### config.mk
export PLATFORM = sky130hd
export DESIGN_NAME = vibrato_dual_tone_generator_unit
export DESIGN_NICKNAME = d
export VERILOG_FILES = /design/src/hw/rtl/vdt_pkg.sv /design/src/hw/rtl/vdt_sine_rom.sv /design/src/hw/rtl/vdt_mul.sv /design/src/hw/rtl/vibrato_dual_tone_generator_unit.sv
export SDC_FILE = /design/constraint.sdc
export NUM_CORES = 2
export LEC_CHECK = 0
export BUFFER_PORTS_ARGS = -buffer_cell sky130_fd_sc_hd__buf_2
export CELL_PAD_IN_SITES_DETAIL_PLACEMENT = 0
export CELL_PAD_IN_SITES_GLOBAL_PLACEMENT = 2
export CORE_ASPECT_RATIO = 2
export CORE_MARGIN = 10
export CORE_UTILIZATION = 45
export DETAILED_ROUTE_END_ITERATION = 7
export PLACE_DENSITY_LB_ADDON = 0.1
export SLEW_MARGIN = 20
export SYNTH_ARGS = -nofsm -noshare
export SYNTH_HDL_FRONTEND = slang
export SYNTH_SLANG_ARGS = --single-unit
### constraint.sdc
create_clock -name clk -period 29 [get_ports clk]
set_clock_uncertainty 0.15 [all_clocks]
set_input_delay 0 -clock clk [delete_from_list [all_inputs] [get_ports clk]]
set_output_delay 0 -clock clk [all_outputs]
set_load 0.01 [all_outputs]
### src/hw/rtl/vdt_pkg.sv
`default_nettype none

package vdt_pkg;

    // Sine table entry: magnitude 0..32767
    localparam int ENTRY_W = 15;
    localparam int SINE_W  = 16;

    // Quarter wave angle pi/2 in Q30
    localparam logic [63:0] HALF_PI_Q30 = 64'd1686629713;

    // Taylor series divisors (2n)(2n+1) for n = 1..7
    localparam int TAYLOR_TERMS = 7;
    localparam logic [63:0] TAYLOR_DIV [TAYLOR_TERMS] =
        '{64'd6, 64'd20, 64'd42, 64'd72, 64'd110, 64'd156, 64'd210};

    // Shared multiplier operand and product widths
    localparam int MUL_A_W = 33;
    localparam int MUL_B_W = 18;
    localparam int MUL_P_W = MUL_A_W + MUL_B_W;

    // Configuration port
    localparam int CFG_INDEX_W = 3;
    localparam int CFG_DATA_W  = 32;
    localparam int STEP_W      = 32;
    localparam int AMP_W       = 15;

    localparam logic [CFG_INDEX_W-1:0] REG_LFO_STEP    = 3'd0;
    localparam logic [CFG_INDEX_W-1:0] REG_CENTER_STEP = 3'd1;
    localparam logic [CFG_INDEX_W-1:0] REG_DEPTH_STEP  = 3'd2;
    localparam logic [CFG_INDEX_W-1:0] REG_TONE_STEP   = 3'd3;
    localparam logic [CFG_INDEX_W-1:0] REG_AMPLITUDE   = 3'd4;

    localparam logic [STEP_W-1:0] LFO_STEP_RST    = 32'd48695;
    localparam logic [STEP_W-1:0] CENTER_STEP_RST = 32'd42852282;
    localparam logic [STEP_W-1:0] DEPTH_STEP_RST  = 32'd486957;
    localparam logic [STEP_W-1:0] TONE_STEP_RST   = 32'd42852282;
    localparam logic [AMP_W-1:0]  AMPLITUDE_RST   = 15'd15000;

    // Sequencer states
    typedef enum logic [5:0] {
        S_IDLE = 6'b000001,
        S_LFO  = 6'b000010,
        S_CAR  = 6'b000100,
        S_TONE = 6'b001000,
        S_MIX  = 6'b010000,
        S_OUT  = 6'b100000
    } state_t;

endpackage

`default_nettype wire

### src/hw/rtl/vdt_sine_rom.sv
`default_nettype none

module vdt_sine_rom #(
    parameter int SINE_TABLE_BITS = 10
) (
    input  wire logic                              clk,
    input  wire logic [SINE_TABLE_BITS-1:0]        addr,
    output logic signed [vdt_pkg::SINE_W-1:0]      sine
);
    import vdt_pkg::*;

    localparam int K_W   = SINE_TABLE_BITS - 2;
    localparam int Q     = 1 << K_W;
    localparam int IDX_W = K_W + 1;

    // Quarter wave table, built at elaboration from the Taylor series in Q30
    function automatic logic [(Q+1)*ENTRY_W-1:0] build_rom();
        logic [(Q+1)*ENTRY_W-1:0] bits;
        logic [63:0]              x;
        logic [63:0]              x2;
        logic [63:0]              term;
        logic signed [63:0]       sum;
        logic [63:0]              v;
        bits = '0;
        for (int k = 0; k <= Q; k++) begin
            x    = (64'(k) * HALF_PI_Q30) >> K_W;
            x2   = (x * x) >> 30;
            term = x;
            sum  = $signed(x);
            for (int n = 1; n <= TAYLOR_TERMS; n++) begin
                term = ((term * x2) >> 30) / TAYLOR_DIV[n-1];
                if ((n % 2) == 1)
                    sum = sum - $signed(term);
                else
                    sum = sum + $signed(term);
            end
            if (sum < 0)
                sum = '0;
            v = ($unsigned(sum) * 64'd32767 + (64'd1 << 29)) >> 30;
            if (v > 64'd32767)
                v = 64'd32767;
            bits[k*ENTRY_W +: ENTRY_W] = v[ENTRY_W-1:0];
        end
        return bits;
    endfunction

    localparam logic [(Q+1)*ENTRY_W-1:0] ROM_BITS = build_rom();

    logic [1:0]         quad;
    logic [K_W-1:0]     k;
    logic [IDX_W-1:0]   rom_idx;
    logic [ENTRY_W-1:0] entry_reg;
    logic               neg_reg;

    // Quadrant folding: odd quadrants read the table mirrored
    assign quad    = addr[SINE_TABLE_BITS-1 -: 2];
    assign k       = addr[K_W-1:0];
    assign rom_idx = quad[0] ? (IDX_W'(Q) - IDX_W'(k)) : IDX_W'(k);

    // Registered table read
    always_ff @(posedge clk)
    begin
        entry_reg <= ROM_BITS[rom_idx*ENTRY_W +: ENTRY_W];
        neg_reg   <= quad[1];
    end

    // Lower half of the cycle is negated
    assign sine = neg_reg ? -$signed({1'b0, entry_reg}) : $signed({1'b0, entry_reg});

endmodule

`default_nettype wire

### src/hw/rtl/vdt_mul.sv
`default_nettype none

module vdt_mul (
    input  wire logic                                 clk,
    input  wire logic                                 load,
    input  wire logic signed [vdt_pkg::MUL_A_W-1:0]   a,
    input  wire logic signed [vdt_pkg::MUL_B_W-1:0]   b,
    output logic signed [vdt_pkg::MUL_P_W-1:0]        prod
);
    import vdt_pkg::*;

    logic signed [MUL_P_W-1:0] prod_reg;

    // Signed multiply, product held until the next load
    always_ff @(posedge clk)
    begin
        if (load)
            prod_reg <= MUL_P_W'(a) * MUL_P_W'(b);
    end

    assign prod = prod_reg;

endmodule

`default_nettype wire

### src/hw/rtl/vibrato_dual_tone_generator_unit.sv
`default_nettype none

// Vibrato dual-tone generator: LFO-modulated sine carrier plus a fixed sine tone.
// Input channel (in_valid / in_stall / sample_request): each transfer with
// sample_request = 1 produces one signed 16-bit sample on the output channel
// (out_valid / out_stall / sample); a transfer with sample_request = 0 does nothing.
// The sequencer steps through S_LFO, S_CAR, S_TONE, S_MIX and S_OUT; in_stall is high
// in every state but S_IDLE, so no new request is taken before the sample is loaded.
// The steps come from walking three oscillators through one registered sine ROM
// and one shared 33x18 multiplier (depth swing, then gain).
// A new request may be taken while a finished sample waits; if out_stall holds
// the output register full, the sequencer waits in its last step until it drains.
// Configuration (cfg_valid / cfg_ready / cfg_index / cfg_data): cfg_ready is
// always high; index 0 lfo_step, 1 vibrato_center_step, 2 vibrato_depth_step,
// 3 tone_step, 4 amplitude. Other indexes are ignored. Write only while idle.
// Reset (rst_n low, asynchronous) restores the default tuning words and gain and
// clears the three phase accumulators and the output valid flag.
module vibrato_dual_tone_generator_unit #(
    parameter int PHASE_BITS      = 32,
    parameter int SINE_TABLE_BITS = 10
) (
    input  wire logic                                 clk,
    input  wire logic                                 rst_n,
    input  wire logic                                 in_valid,
    output logic                                      in_stall,
    input  wire logic                                 sample_request,
    output logic                                      out_valid,
    input  wire logic                                 out_stall,
    output logic signed [15:0]                        sample,
    input  wire logic                                 cfg_valid,
    output logic                                      cfg_ready,
    input  wire logic [vdt_pkg::CFG_INDEX_W-1:0]      cfg_index,
    input  wire logic [vdt_pkg::CFG_DATA_W-1:0]       cfg_data
);
    import vdt_pkg::*;

    state_t state_reg, state_next;

    logic [STEP_W-1:0] lfo_step_reg;
    logic [STEP_W-1:0] center_step_reg;
    logic [STEP_W-1:0] depth_step_reg;
    logic [STEP_W-1:0] tone_step_reg;
    logic [AMP_W-1:0]  amplitude_reg;

    logic [PHASE_BITS-1:0] lfo_phase_reg;
    logic [PHASE_BITS-1:0] carrier_phase_reg;
    logic [PHASE_BITS-1:0] tone_phase_reg;

    logic                     out_valid_reg;
    logic signed [15:0]       sample_reg;
    logic signed [SINE_W-1:0] car_sine_reg;

    logic [SINE_TABLE_BITS-1:0] rom_addr;
    logic signed [SINE_W-1:0]   rom_sine;

    logic                      mul_load;
    logic signed [MUL_A_W-1:0] mul_a;
    logic signed [MUL_B_W-1:0] mul_b;
    logic signed [MUL_P_W-1:0] mul_prod;

    logic signed [63:0]        swing64;
    logic [63:0]               inc64;
    logic [63:0]               lfo_sum64;
    logic [63:0]               tone_sum64;
    logic signed [SINE_W:0]    mix_sum;
    logic signed [MUL_P_W-1:0] mix_shift;
    logic                      start;
    logic                      out_free;

    assign cfg_ready = 1'b1;
    assign in_stall  = (state_reg != S_IDLE);
    assign start     = in_valid && !in_stall && sample_request;
    assign out_free  = !out_valid_reg || !out_stall;
    assign out_valid = out_valid_reg;
    assign sample    = sample_reg;

    // Sequencer
    always_comb
    begin
        state_next = state_reg;
        unique case (state_reg)
            S_IDLE:  if (start) state_next = S_LFO;
            S_LFO:   state_next = S_CAR;
            S_CAR:   state_next = S_TONE;
            S_TONE:  state_next = S_MIX;
            S_MIX:   state_next = S_OUT;
            S_OUT:   if (out_free) state_next = S_IDLE;
            default: state_next = S_IDLE;
        endcase
    end

    // ROM address: one oscillator per step
    always_comb
    begin
        unique case (state_reg)
            S_CAR:   rom_addr = carrier_phase_reg[PHASE_BITS-1 -: SINE_TABLE_BITS];
            S_TONE:  rom_addr = tone_phase_reg[PHASE_BITS-1 -: SINE_TABLE_BITS];
            default: rom_addr = lfo_phase_reg[PHASE_BITS-1 -: SINE_TABLE_BITS];
        endcase
    end

    vdt_sine_rom #(
        .SINE_TABLE_BITS(SINE_TABLE_BITS)
    ) u_rom (
        .clk  (clk),
        .addr (rom_addr),
        .sine (rom_sine)
    );

    // Multiplier operands: depth x LFO sine, then (carrier + tone) x amplitude
    assign mix_sum = (SINE_W+1)'(car_sine_reg) + (SINE_W+1)'(rom_sine);

    always_comb
    begin
        mul_load = 1'b0;
        mul_a    = $signed({1'b0, depth_step_reg});
        mul_b    = MUL_B_W'(rom_sine);
        unique case (state_reg)
            S_CAR:
            begin
                mul_load = 1'b1;
            end
            S_MIX:
            begin
                mul_load = 1'b1;
                mul_a    = MUL_A_W'(mix_sum);
                mul_b    = $signed({{(MUL_B_W-AMP_W){1'b0}}, amplitude_reg});
            end
            default:
            begin
                mul_load = 1'b0;
            end
        endcase
    end

    vdt_mul u_mul (
        .clk  (clk),
        .load (mul_load),
        .a    (mul_a),
        .b    (mul_b),
        .prod (mul_prod)
    );

    // Carrier increment: centre plus floored swing, wrapped to the phase width
    assign swing64    = 64'(mul_prod) >>> 15;
    assign inc64      = 64'(center_step_reg) + $unsigned(swing64) + 64'(carrier_phase_reg);
    assign lfo_sum64  = 64'(lfo_step_reg) + 64'(lfo_phase_reg);
    assign tone_sum64 = 64'(tone_step_reg) + 64'(tone_phase_reg);
    assign mix_shift  = mul_prod >>> 16;

    // Control, configuration and phase state
    always_ff @(posedge clk or negedge rst_n)
    begin
        if (!rst_n)
        begin
            state_reg         <= S_IDLE;
            lfo_step_reg      <= LFO_STEP_RST;
            center_step_reg   <= CENTER_STEP_RST;
            depth_step_reg    <= DEPTH_STEP_RST;
            tone_step_reg     <= TONE_STEP_RST;
            amplitude_reg     <= AMPLITUDE_RST;
            lfo_phase_reg     <= '0;
            carrier_phase_reg <= '0;
            tone_phase_reg    <= '0;
            out_valid_reg     <= 1'b0;
        end
        else
        begin
            state_reg <= state_next;

            if (cfg_valid && cfg_ready)
            begin
                unique case (cfg_index)
                    REG_LFO_STEP:    lfo_step_reg    <= cfg_data[STEP_W-1:0];
                    REG_CENTER_STEP: center_step_reg <= cfg_data[STEP_W-1:0];
                    REG_DEPTH_STEP:  depth_step_reg  <= cfg_data[STEP_W-1:0];
                    REG_TONE_STEP:   tone_step_reg   <= cfg_data[STEP_W-1:0];
                    REG_AMPLITUDE:   amplitude_reg   <= cfg_data[AMP_W-1:0];
                    default:         ;
                endcase
            end

            // Phases advance once all three sines are read
            if (state_reg == S_MIX)
            begin
                lfo_phase_reg     <= lfo_sum64[PHASE_BITS-1:0];
                carrier_phase_reg <= inc64[PHASE_BITS-1:0];
                tone_phase_reg    <= tone_sum64[PHASE_BITS-1:0];
            end

            // Output valid: set on load, cleared on transfer
            if (state_reg == S_OUT && out_free)
                out_valid_reg <= 1'b1;
            else if (!out_stall)
                out_valid_reg <= 1'b0;
        end
    end

    // Payload registers
    always_ff @(posedge clk)
    begin
        if (state_reg == S_TONE)
            car_sine_reg <= rom_sine;
        if (state_reg == S_OUT && out_free)
            sample_reg <= mix_shift[15:0];
    end

endmodule

`default_nettype wire
==> flow_metrics.env <==
export IMPL_outcome="complete, no violations"
export IMPL_ios=60
export IMPL_avgRoutedWirePerCell_um=27.92
export IMPL_clock_path_buffers=3
export IMPL_drt_first_iter_violations=1929
export IMPL_final_cell_mix="inv_1 (650), nand2_1 (579), fa_1 (570), nor2_1 (320), ha_1 (241)"
export IMPL_vias=33457
export IMPL_cp_common_cell="fa_1"
export IMPL_grt_pass1_wl_mm=236.1
export IMPL_reg2reg_from="u_rom.entry_reg[0]"
export IMPL_setup_viol=0
export IMPL_path_clk_slew_ns=0.07
export IMPL_async_reset_ff_frac=0.7546
export IMPL_relSlewSlack=0.1016
export IMPL_synth_ff_type="dfrtp_1"
export IMPL_slew_violations=0
export IMPL_via_per_inst=5.839
export IMPL_max_stage_delay_ns=0.62
export IMPL_core_area_um2=91340
export IMPL_syn_area_um2=41280
export IMPL_antenna_found_initial=2
export IMPL_total_power_mw=4.219
export IMPL_worst_pin_slew_ns=1.341
export IMPL_syn_num_nets=5369
export IMPL_tns_ns=0
export IMPL_dp_hpwl_mm=126.4
export IMPL_drt_total_wl_mm=160.0
export IMPL_final_common_cell="inv_1"
export IMPL_dieWidth_um=234.2
export IMPL_ant_nets=0
export IMPL_yosysWarnings=0
export IMPL_cp_end_kind="flip-flop"
export IMPL_synth_edf_count=64
export IMPL_ys_ff_latch=326
export IMPL_cap_violations=0
export IMPL_grt_util_all_layers=0.3097
export IMPL_critPathLaunchType="flip-flop"
export IMPL_power_density_nw_per_um2=94.64
export IMPL_cts_buffers=34
export IMPL_syn_area_per_cell_um2=9.140
export IMPL_ir_drop_mv=0.08202
export IMPL_drc=0
export IMPL_start_util=0.4520
export IMPL_first_pass_iters=5
export IMPL_finalCritPeriodShare=0.3766
export IMPL_cts_num_sinks=326
export IMPL_cp_arrival_ns=11.06
export IMPL_fmax_mhz=91.55
export IMPL_cts_tree="yes"
export IMPL_required_ns=29.13
export IMPL_cts_root_buf="clkbuf_16"
export IMPL_postLayoutCoreUtil=0.4880
export IMPL_numPortBuffers=58
export IMPL_htreeDepth=2
export IMPL_hold_path_class="primary input to flip-flop"
export IMPL_finalCriticalPeriod_ns=10.92
export IMPL_drive_gt1_frac=0.1050
export IMPL_timing_final_hold_violations=0
export IMPL_die_area_um2=105000
export IMPL_p_leak_nw=20.76
export IMPL_clk_latency_ns=0.59
export IMPL_holdCritStartpoint="out_stall"
export IMPL_post_cts_buffers=0
export IMPL_crit_fanout=47
export IMPL_grt_overflow_total=0
export IMPL_grt_pass1_vias=35919
export IMPL_cpMaxStageDelayCell="fa_1"
export IMPL_critPathKind="flip-flop to flip-flop"
export IMPL_grt_max_degree=96
export IMPL_critPathLaunch="u_rom.entry_reg[0]"
export IMPL_ys_seq_area_frac=0.2054
export IMPL_rows=157
export IMPL_cts_resized_gates=0
export IMPL_nets=5361
export IMPL_rsz0062_at_grt="no"
export IMPL_die_h_um=448.4
export IMPL_place_inst=5619
export IMPL_stdcell_count=5730
export IMPL_syn_inst=4517
export IMPL_gp_congestion=1.050
export IMPL_syn2layout_area_growth_pct=7.983
export IMPL_synth_cell_type_count=102
## stage by stage
| stage | worst slack [ns] | cell area [um2] | hold WS (ns) |
|---|---|---|---|
| floorplan | 19.48 | 41280 | -0.4456 |
| global placement | 18.29 | 42850 | -0.03159 |
| detailed placement | 18.19 | 42880 | -0.02605 |
| CTS | 18.11 | 44560 | 0.1139 |
| global route | 17.48 | 44570 | 0.1674 |
| finish | 18.08 | 44580 | 0.1409 |
## timing repair
item                                   CTS  global route
setup endpoints to repair                0             0
hold buffers                            46             0
endpoints found under the hold margin  266             0
## synth_stat cells, drive strengths merged (45+ instances only)
master  count  area (um2)
o21ai     226        1131
fa        570       11410
ha        241        3015
and2       60       375.4
a21o       81       608.1
inv       653        2451
dfrtp     181        4529
a21oi     197       986.0
xor2       53       464.2
nand3      70       362.8
mux2      144        1622
buf        82       455.4
nand2     580        2177
edfxtp     64        1922
clkbuf    148       555.5
xnor2      98       858.3
nor2      329        1240
dfstp      65        1708
nand2b     45       281.5
## path summary, 6_finish.rpt
path	to	slack [ns]	depth (start not counted)
max	u_mul.prod[46]	18.08	36
min reg2reg	sample[6]	0.33	0
max reg2reg	u_mul.prod[46]	18.08	36
min	out_valid	0.14	4
min in group asynchronous	tone_step_reg[25]	0.52	3
max in group asynchronous	depth_step_reg[6]	27.11	4
## per-layer routing
| metal | up-vias | share of wire | global-route usage |
|---|---|---|---|
| met5 | - | 0 | 0 |
| met4 | 0 | 0.10 | 0.2678 |
| met3 | 425 | 0.035 | 0.03114 |
| met2 | 983 | 0.55 | 0.5868 |
| met1 | 17106 | 0.31 | 0.2879 |
| li1 | 14943 | - | - |
## critical path: cells and delay by family (launching register included)
| kind | cells | cell delay (ns) |
|---|---|---|
| AOI/OAI and AO/OA | 16 | 4.05 |
| xor gates and xnor gates | 1 | 0.37 |
| adders and majority gates | 9 | 4.20 |
| buffers and inverters | 5 | 0.73 |
| DFF | 1 | 0.41 |
| and+or+nand+nor | 5 | 0.67 |
## cells by family (layout without fill, tap and decap cells)
group / Yosys count / count (layout) / synth area share
other: 1 / 4 / 0.00009083
XOR/XNOR: 152 / 152 / 0.03258
buffers and inverters: 884 / 902 / 0.08395
flip-flops: 326 / 326 / 0.2054
multiplexers: 160 / 160 / 0.04316
AO/OA/AOI/OAI: 903 / 903 / 0.1459
AND/OR/NAND/NOR: 1280 / 1280 / 0.1395
adder cells (fa/ha/maj): 811 / 811 / 0.3494
## cell type report
cell class	count	area, um2
clock buffer	42	932.1
tap	1192	1491
inverter	654	2455
multi-input combinational	3307	29540
timing repair buffer	186	1406
clock inverter	20	269.0
antenna	3	7.507
sequential	326	8479
fill	8920	46760
## where the power goes
part	leakage [nW]	switching, mW	internal, mW
registers	3.76	0.0932	0.616
logic	16.4	1.93	1.09
clock network	0.574	0.214	0.270
total	20.8	2.24	1.98
Power figures use the tool's default switching activity.
